### src/rtl/core/urc_pkg.sv
// Package for the ultrasonic ranger controller: event kind codes,
// register indexes, reset values and the divide-by-58 constants.
// No dependencies.
package urc_pkg;

  localparam logic [1:0] KIND_FAST_TICK = 2'd0;
  localparam logic [1:0] KIND_ECHO_EDGE = 2'd1;
  localparam logic [1:0] KIND_SLOW_TICK = 2'd2;

  localparam logic [1:0] REG_TRIGGER_PERIOD  = 2'd0;
  localparam logic [1:0] REG_REPORT_PERIOD   = 2'd1;
  localparam logic [1:0] REG_DEBOUNCE_RELOAD = 2'd2;

  localparam logic [7:0] TRIGGER_PERIOD_RESET  = 8'd147;
  localparam logic [5:0] REPORT_PERIOD_RESET   = 6'd50;
  localparam logic [3:0] DEBOUNCE_RELOAD_RESET = 4'd10;
  localparam logic [5:0] REPORT_START          = 6'd30;

  // Widths below 256 * 58 fit in 14 bits; anything at or above saturates.
  localparam int unsigned ECHO_DIVISOR = 58;
  localparam logic [15:0] SAT_LIMIT    = 16'(256 * ECHO_DIVISOR);
  localparam int unsigned RECIP_SHIFT  = 20;
  localparam logic [14:0] RECIP        = 15'(((1 << RECIP_SHIFT) + ECHO_DIVISOR - 1)
                                             / ECHO_DIVISOR);

  typedef struct packed {
    logic       trigger_level;
    logic [7:0] distance;
    logic       echo_done;
    logic       report_valid;
    logic       led_on;
  } result_t;

endpackage

### src/rtl/core/ultrasonic_ranger_controller_top.sv
// Ultrasonic ranger controller: trigger timing, echo capture and ranging,
// report pacing and button debounce with LED toggle.
// Depends on urc_pkg.
// Each result word is registered when its input word is accepted.
// Throughput: one word per cycle while out_ready does not stall the output; the output register is
// refilled in the same cycle it is emptied. Reset is synchronous and needs no clearing pass.
module ultrasonic_ranger_controller_top
  import urc_pkg::*;
(
  input  logic        clk,
  input  logic        rst,
  input  logic        cfg_write,
  input  logic [1:0]  cfg_index,
  input  logic [7:0]  cfg_data,
  input  logic        in_valid,
  output logic        in_ready,
  input  logic [1:0]  kind,
  input  logic [15:0] capture_time,
  input  logic        button_pressed,
  output logic        out_valid,
  input  logic        out_ready,
  output logic        trigger_level,
  output logic [7:0]  distance,
  output logic        echo_done,
  output logic        report_valid,
  output logic        led_on
);

  logic [7:0]  trigger_period;
  logic [5:0]  report_period;
  logic [3:0]  debounce_reload;

  logic [7:0]  trigger_countdown, trigger_countdown_next;
  logic        trigger_armed, trigger_armed_next;
  logic        trigger_pin, trigger_pin_next;
  logic        awaiting_fall, awaiting_fall_next;
  logic        fall_seen, fall_seen_next;
  logic [15:0] rise_time, rise_time_next;
  logic [7:0]  distance_store, distance_store_next;
  logic [5:0]  report_countdown, report_countdown_next;
  logic [3:0]  debounce_count, debounce_count_next;
  logic        press_latched, press_latched_next;
  logic        led_state, led_state_next;
  logic        report;

  result_t     result;

  logic        accept;
  logic [7:0]  trig_dec;
  logic [5:0]  rep_dec;
  logic        start;
  logic [15:0] echo_width;
  logic [28:0] product;
  logic [7:0]  quotient;

  assign in_ready = !out_valid || out_ready;
  assign accept   = in_valid && in_ready;

  assign trig_dec   = trigger_countdown - 8'd1;
  assign rep_dec    = report_countdown - 6'd1;
  assign start      = (trig_dec == 8'd0);
  assign echo_width = capture_time - rise_time;
  assign product    = 29'(echo_width[13:0]) * 29'(RECIP);
  assign quotient   = (echo_width >= SAT_LIMIT) ? 8'hFF : product[RECIP_SHIFT +: 8];

  always_comb begin
    trigger_countdown_next = trigger_countdown;
    trigger_armed_next     = trigger_armed;
    trigger_pin_next       = trigger_pin;
    awaiting_fall_next     = awaiting_fall;
    fall_seen_next         = fall_seen;
    rise_time_next         = rise_time;
    distance_store_next    = distance_store;
    report_countdown_next  = report_countdown;
    debounce_count_next    = debounce_count;
    press_latched_next     = press_latched;
    led_state_next         = led_state;
    report                 = 1'b0;
    case (kind)
      KIND_FAST_TICK: begin
        trigger_countdown_next = start ? trigger_period : trig_dec;
        if (trigger_armed) begin
          trigger_armed_next = !trigger_pin;
          trigger_pin_next   = !trigger_pin;
        end
        if (start) begin
          trigger_armed_next = 1'b1;
          awaiting_fall_next = 1'b0;
          fall_seen_next     = 1'b0;
        end
      end
      KIND_ECHO_EDGE: begin
        if (!awaiting_fall) begin
          rise_time_next     = capture_time;
          awaiting_fall_next = 1'b1;
        end else begin
          fall_seen_next      = 1'b1;
          distance_store_next = quotient;
        end
      end
      KIND_SLOW_TICK: begin
        report                = (rep_dec == 6'd0);
        report_countdown_next = report ? report_period : rep_dec;
        if (button_pressed) begin
          if (debounce_count != 4'd0) begin
            debounce_count_next = debounce_count - 4'd1;
          end else begin
            press_latched_next = 1'b1;
          end
        end else begin
          debounce_count_next = debounce_reload;
        end
      end
      default: begin
      end
    endcase
    if (press_latched_next && !button_pressed) begin
      press_latched_next = 1'b0;
      led_state_next     = !led_state;
    end
    result.trigger_level = trigger_pin_next;
    result.distance      = distance_store_next;
    result.echo_done     = fall_seen_next;
    result.report_valid  = report;
    result.led_on        = led_state_next;
  end

  always_ff @(posedge clk) begin
    if (rst) begin
      trigger_period  <= TRIGGER_PERIOD_RESET;
      report_period   <= REPORT_PERIOD_RESET;
      debounce_reload <= DEBOUNCE_RELOAD_RESET;
    end else if (cfg_write) begin
      case (cfg_index)
        REG_TRIGGER_PERIOD:  trigger_period  <= cfg_data;
        REG_REPORT_PERIOD:   report_period   <= cfg_data[5:0];
        REG_DEBOUNCE_RELOAD: debounce_reload <= cfg_data[3:0];
        default: begin
        end
      endcase
    end
  end

  always_ff @(posedge clk) begin
    if (rst) begin
      trigger_countdown <= TRIGGER_PERIOD_RESET;
      trigger_armed     <= 1'b0;
      trigger_pin       <= 1'b0;
      awaiting_fall     <= 1'b0;
      fall_seen         <= 1'b0;
      rise_time         <= 16'd0;
      distance_store    <= 8'd0;
      report_countdown  <= REPORT_START;
      debounce_count    <= DEBOUNCE_RELOAD_RESET;
      press_latched     <= 1'b0;
      led_state         <= 1'b0;
    end else if (accept) begin
      trigger_countdown <= trigger_countdown_next;
      trigger_armed     <= trigger_armed_next;
      trigger_pin       <= trigger_pin_next;
      awaiting_fall     <= awaiting_fall_next;
      fall_seen         <= fall_seen_next;
      rise_time         <= rise_time_next;
      distance_store    <= distance_store_next;
      report_countdown  <= report_countdown_next;
      debounce_count    <= debounce_count_next;
      press_latched     <= press_latched_next;
      led_state         <= led_state_next;
    end
  end

  always_ff @(posedge clk) begin
    if (rst) begin
      out_valid <= 1'b0;
    end else if (accept) begin
      out_valid <= 1'b1;
    end else if (out_ready) begin
      out_valid <= 1'b0;
    end
  end

  always_ff @(posedge clk) begin
    if (accept) begin
      trigger_level <= result.trigger_level;
      distance      <= result.distance;
      echo_done     <= result.echo_done;
      report_valid  <= result.report_valid;
      led_on        <= result.led_on;
    end
  end

`ifndef NO_ASSERTIONS
  a_pin_needs_arm: assert property (@(posedge clk) disable iff (rst)
    trigger_pin |-> trigger_armed)
    else $error("trigger pin high while not armed");

  a_fall_after_rise: assert property (@(posedge clk) disable iff (rst)
    fall_seen |-> awaiting_fall)
    else $error("echo fall recorded without a rise");

  a_second_edge_done: assert property (@(posedge clk) disable iff (rst)
    accept && kind == KIND_ECHO_EDGE && awaiting_fall |=> fall_seen && echo_done)
    else $error("second echo edge did not complete the measurement");

  a_report_slow_only: assert property (@(posedge clk) disable iff (rst)
    accept && kind != KIND_SLOW_TICK |=> !report_valid)
    else $error("report issued on a word that is not a slow tick");
`endif

endmodule
### config.mk
export PLATFORM = sky130hd
export DESIGN_NAME = ultrasonic_ranger_controller_top
export DESIGN_NICKNAME = d
export VERILOG_FILES = /design/src/rtl/core/urc_pkg.sv /design/src/rtl/core/ultrasonic_ranger_controller_top.sv
export SDC_FILE = /design/constraint.sdc
export NUM_CORES = 1
export LEC_CHECK = 0
export ABC_CLOCK_PERIOD_IN_PS = 11700
export BUFFER_PORTS_ARGS = -buffer_cell sky130_fd_sc_hd__buf_2
export CAP_MARGIN = 20
export CORE_AREA = 2 2 88 154
export CTS_BUF_LIST = sky130_fd_sc_hd__clkbuf_2 sky130_fd_sc_hd__clkbuf_4 sky130_fd_sc_hd__clkbuf_8
export DETAILED_ROUTE_END_ITERATION = 7
export DIE_AREA = 0 0 90 156
export PLACE_DENSITY_LB_ADDON = 0.05
export SLEW_MARGIN = 30
export SYNTH_ARGS = -nofsm -noshare
export SYNTH_HDL_FRONTEND = slang
export SYNTH_SLANG_ARGS = --single-unit
### constraint.sdc
create_clock -name clk -period 11.7 [get_ports clk]
set_input_delay 1.17 -clock clk [delete_from_list [all_inputs] [get_ports clk]]
set_output_delay 1.17 -clock clk [all_outputs]
set_load 0.005 [all_outputs]
# Yosys cells after proc, flatten, opt, wreduce, memory -nomap -nowiden
# Index checks and enable logic that the tools add are counted.
[op_classes] reduce_logical=22 mul=1 muxes=23 n_bitwise=1 n_eq_ne=6 n_lt_le_gt_ge=1 add_sub_neg=4
[op_table] operator="$mux W8" n=4
[op_table] operator="$mul A14 B15 Y28 const B" n=1
[op_table] operator="$ge A16 B14 Y1 const B" n=1
[op_table] operator="$sub A16 B16 Y16" n=1
[op_table] operator="$mux W1" n=14
[op_table] operator="$reduce_and A2 Y1" n=5
[op_table] operator="$reduce_and A3 Y1" n=3
[op_table] operator="$logic_not A8 Y1" n=1
[op_table] operator="$mux W4" n=2
[op_table] operator="$sub A8 B1 Y8 const B" n=1
[op_table] operator="$logic_not A6 Y1" n=1
[op_table] operator="$mux W6" n=1
[op_table] operator="$sub A6 B1 Y6 const B" n=1
[op_table] operator="$eq A2 B1 Y1 const B" n=2
[op_table] operator="$eq A2 B2 Y1 const B" n=2
[op_table] operator="$logic_not A1 Y1" n=4
[op_table] operator="$logic_not A2 Y1" n=2
[op_table] operator="$pmux W1 S2" n=2
[op_table] operator="$reduce_bool A2 Y1" n=2
[op_table] operator="$reduce_bool A4 Y1" n=1
[op_table] operator="$sub A4 B1 Y4 const B" n=1
[op_table] operator="$logic_and A1 B1 Y1" n=2
[op_table] operator="$ne A2 B1 Y1 const B" n=1
[op_table] operator="$ne A2 B2 Y1 const B" n=1
[op_table] operator="2 further kinds" n=2
[totals] register_bits=79 output_inout_bits=14 wordCells=78 inputBits=34

# Depth between registers and ports, before layout
[depth] word_depth=6 mapped_depth=30 ltp_nobuf=30

# Worst setup path after synthesis
# Ideal clock, no wire load.
[synth_path] kind="input -> register" startpoint="input capture_time[0]" endpoint="register distance[7], data pin" setup_slack_ps=3345 n_path_buf=0 required_time_ps=11554 setup_time_ps=146 t_arrival_ps=8209 path_stages=28 cell_sequence="inv_1 ha_1 fa_1 nor2b_1 o211ai_1 a211oi_1 o21a_1 o21a_1 nor2_1 xor2_1 fa_1 xor2_1 ha_1 inv_1 fa_1 inv_1 fa_1 fa_1 fa_1 ha_1 and3_1 and2_1 a21o_1 a41oi_1 o2bb2ai_2 a2111oi_4 xnor3_1 a21oi_1"
[synth_via] elab_chain_cells=5 elab_cells_between_ends=6 classes_between="add/sub (1); mul (1); order compare (1); mux (3)"
[synth_rtl] item="start: declaration" line_no="ultrasonic_ranger_controller_top.sv:18" text="input logic [15:0] capture_time,"
[synth_rtl] item="$sub A16 B16 Y16 *" line_no="ultrasonic_ranger_controller_top.sv:62" text="assign echo_width = capture_time - rise_time;"
[synth_rtl] item="$mul A14 B15 Y28 / $ge A16 B14 Y1 (equally long branches)" line_no="ultrasonic_ranger_controller_top.sv:63, ultrasonic_ranger_controller_top.sv:64"
[synth_rtl] item="$mux W8 *" line_no="ultrasonic_ranger_controller_top.sv:64" text="assign quotient = (echo_width >= SAT_LIMIT) ? 8'hFF : product[RECIP_SHIFT +: 8];"
[synth_rtl] item="$mux W8 *" line_no="ultrasonic_ranger_controller_top.sv:93" text="if (!awaiting_fall) begin"
[synth_rtl] item="$mux W8 *" line_no="ultrasonic_ranger_controller_top.sv:79" text="case (kind)"
[synth_rtl] item="named net distance_store_next[7]" line_no="ultrasonic_ranger_controller_top.sv:39" text="logic [7:0] distance_store, distance_store_next;"
[synth_rtl] item="end signal: assignment" line_no="ultrasonic_ranger_controller_top.sv:185" text="distance <= result.distance;"
[synth_rtl] item="end: declaration" line_no="ultrasonic_ranger_controller_top.sv:23" text="output logic [7:0] distance,"
# Mark *: on every way through the listed nets, which the timed path passes. The rest lies on a longest branch.
# A chain may end at the register's enable or synchronous reset.

# Worst setup path after layout
[layout_path] startpoint="input capture_time[4]" endpoint="register distance[7], data pin"
# Same word-level chain as after synthesis.

==> metrics.csv <==
metric,value,unit
status,completed,
clkTransAtPathRegs,0.08,ns
fp-row-count,55,
htreeDepth,3,
dr_wl_met2,11.9,mm
routed_wl,19.9,mm
finalMaxSlewViolations,0,
vias,6655,
io_buffers,47,
numClockSinks,79,
yosysSeqAreaShare,20.8,%
fin_crit,8.76,ns
min_from,rise_time[6],
worst_slew_pin_slew,0.957,ns
drc_errors,0,
place_congestion,0.928,
worst_ep_required_time,11.91,ns
drive_gt1_share,8.97,%
min_to,rise_time[6],
reg2regPathDepth,27,
vias_per_cell,5.78,
ctsHoldBuffers,0,
dp.cells,1136,
fin_ws,2.94,ns
skew,0.0136,ns
track_usage,29.0,%
yosysMostFrequentCell,inv_1,
cts_max_path_buffers,2,
gr-total-overflow,0,
dieArea,0.0140,mm2
ant_nets,0,
end_kind,flop,
grt_max_degree,68,
cts_buffers,9,
wl_per_cell,17.3,um
dp_hpwl,16.9,mm
area_growth,7.50,%
dieHeight,156,um
drt_first_pass_iters,5,
cts_setup_buffers,0,
clk_latency,0.36,ns
grt_antenna_before_repair,0,
finalCritPeriodShare,74.9,%
cts_tree,done,
io_pins,48,
start_kind,input pin,
fin_tns_setup,0,ns
root_buffer,clkbuf_8,
wl_met3,397,um
max_slew_margin,36.0,%
ys_types,66,
hold_class,reg -> reg,
ys_top_cells_by_count,"154 x inv_1, 144 x ha_1, 82 x nor2_1",
syn_nets,1173,
synth_area,0.00819,mm2
path_class,in -> reg,
met1Wirelength,6.71,mm
rsz0062_at_grt,no,
pre_cts_ws,2.62,ns
r2r_slack,3.49,ns
grt_pass1_vias,7077,
n_antenna_cell,0,
fin_nets,1214,
synth_ff_type,dfxtp_1,
cts-resized-gates,0,
die-width,90,um
yosys_warnings,0,
cap_viol_max_count,0,
routed.top_layer,met4,
grt_first_pass_wirelength,32.5,mm
synth_area_leader_cell,ha_1,
hold_violations,0,
drt_iter0_markers,195,
cp.arrival,8.97,ns
synth_cells,935,
r2r-start,rise_time[4],
stdcell_count,1152,
worstHoldPathCells,2,
synth-edff-count,12,
clock.fmax,114,MHz
synth_top_area_share,22.0,%
synth.ff_latch_count,79,
path_max_fanout,6,
core_area,0.0128,mm2
setup_viol,0,
rr_endpoint,distance[7],
initial_core_util,64.0,%
async_flop_share,0,%
syn_avg_cell_area,8.76,um2
synth_top_cells_by_area,"ha_1 22%, dfxtp_1 16%, fa_1 15%, inv_1 7.1%, edfxtp_1 4.4%",
==> cells by family (layout without fill, tap and decap cells) <==
group	count (synthesis)	in the layout	synth area share, %
flops	79	79	20.8
compound gates	182	182	15.4
simple gates	253	253	14.4
fa+ha+maj	204	204	36.6
mux	12	12	1.48
buf+inv	176	222	8.08
xor+xnor	29	29	3.27
==> sequential cells by signal (all words and copies together) (netlist names) <==
signal / count
press_latched: 1
led_state: 1
led_on: 1
out_valid: 1
debounce_reload: 4
trigger_armed: 1
trigger_period: 8
debounce_count: 4
rise_time: 16
distance: 8
distance_store: 8
report_valid: 1
report_countdown: 6
fall_seen: 1
trigger_pin: 1
trigger_countdown: 8
trigger_level: 1
echo_done: 1
report_period: 6
awaiting_fall: 1
==> how the worst max path moves through the flow <==
stage / end / cells past startpoint / slack (ns) / from
5_1_grt: distance[7] / 27 / 2.54 / capture_time[5]
4_1_cts: distance[7] / 27 / 3.02 / capture_time[4]
3_3_place_gp: distance[7] / 29 / 2.86 / capture_time[0]
6_report: distance[7] / 27 / 2.94 / capture_time[4]
2_1_floorplan: distance[7] / 28 / 3.35 / capture_time[0]
3_5_place_dp: distance[7] / 27 / 2.62 / capture_time[4]
==> final cells by class <==
| cell class | instances | area, um2 |
|---|---|---|
| Inverter | 155 | 582 |
| Timing Repair Buffer | 51 | 268 |
| Sequential cell | 79 | 1700 |
| Clock buffer | 9 | 124 |
| Multi-Input combinational cell | 680 | 5840 |
| Fill cell | 1080 | 3990 |
| Clock inverter | 7 | 78.8 |
| Tap cell | 171 | 214 |
==> per-layer routing <==
metal | up-vias | GRT usage [%]
met1 | 3224 | 26.5
met5 | - | 0
li1 | 3231 | -
met2 | 148 | 61.4
met4 | 0 | 15.3
met3 | 52 | 2.27
==> cell usage in the layout, fill, tap and decap left out, types with 6 or more instances in the layout <==
cell type	netlist	layout
nand2_1	80	80
fa_1	60	60
edfxtp_1	12	12
o21ai_0	27	27
a31oi_1	6	6
o21a_1	11	11
nand3_1	16	16
nor2b_1	8	8
dfxtp_1	67	67
nor3b_1	6	6
buf_2	1	46
a21oi_1	61	61
a21o_1	15	15
mux2i_1	11	11
nand3b_1	6	6
or2_2	6	6
clkbuf_8	0	9
inv_1	154	154
nor3_1	19	19
ha_1	144	144
xnor2_1	19	18
nor2_1	82	81
a211oi_1	12	12
xor2_1	9	9
a211o_1	13	13
==> metrics by stage <==
| step | instance area (um2) | utilization, % | hold WS [ns] |
|---|---|---|---|
| final | 8810 | 68.8 | 0.460 |
| after detailed placement | 8610 | 67.2 | 0.448 |
| after global placement | 8590 | 67.1 | 0.442 |
| after floorplan | 8190 | - | 0.430 |
| after CTS | 8810 | 68.8 | 0.459 |
| after global routing | 8810 | 68.8 | 0.480 |
==> worst max-delay path: stages <==
cell       delay (ns)
buf_2            0.11
ha_1             0.40
nand4_1          0.16
a21oi_2          0.25
nor2_1           0.11
o311ai_0         0.37
a21oi_1          0.15
xnor2_1          0.56
inv_1            0.20
fa_1             0.56
xor2_1           0.19
ha_1             0.28
inv_1            0.05
fa_1             0.52
inv_1            0.05
fa_1             0.50
fa_1             0.57
fa_1             0.47
ha_1             0.36
a21oi_1          0.16
o21ai_0          0.21
a21o_1           0.21
a41oi_1          0.29
o2bb2ai_2        0.13
a2111oi_4        0.34
xnor3_1          0.41
a21oi_1          0.16
Power is left out: the tool's default activity adds up to more than one toggle a clock period on the data nets, which glitch-free logic cannot reach.
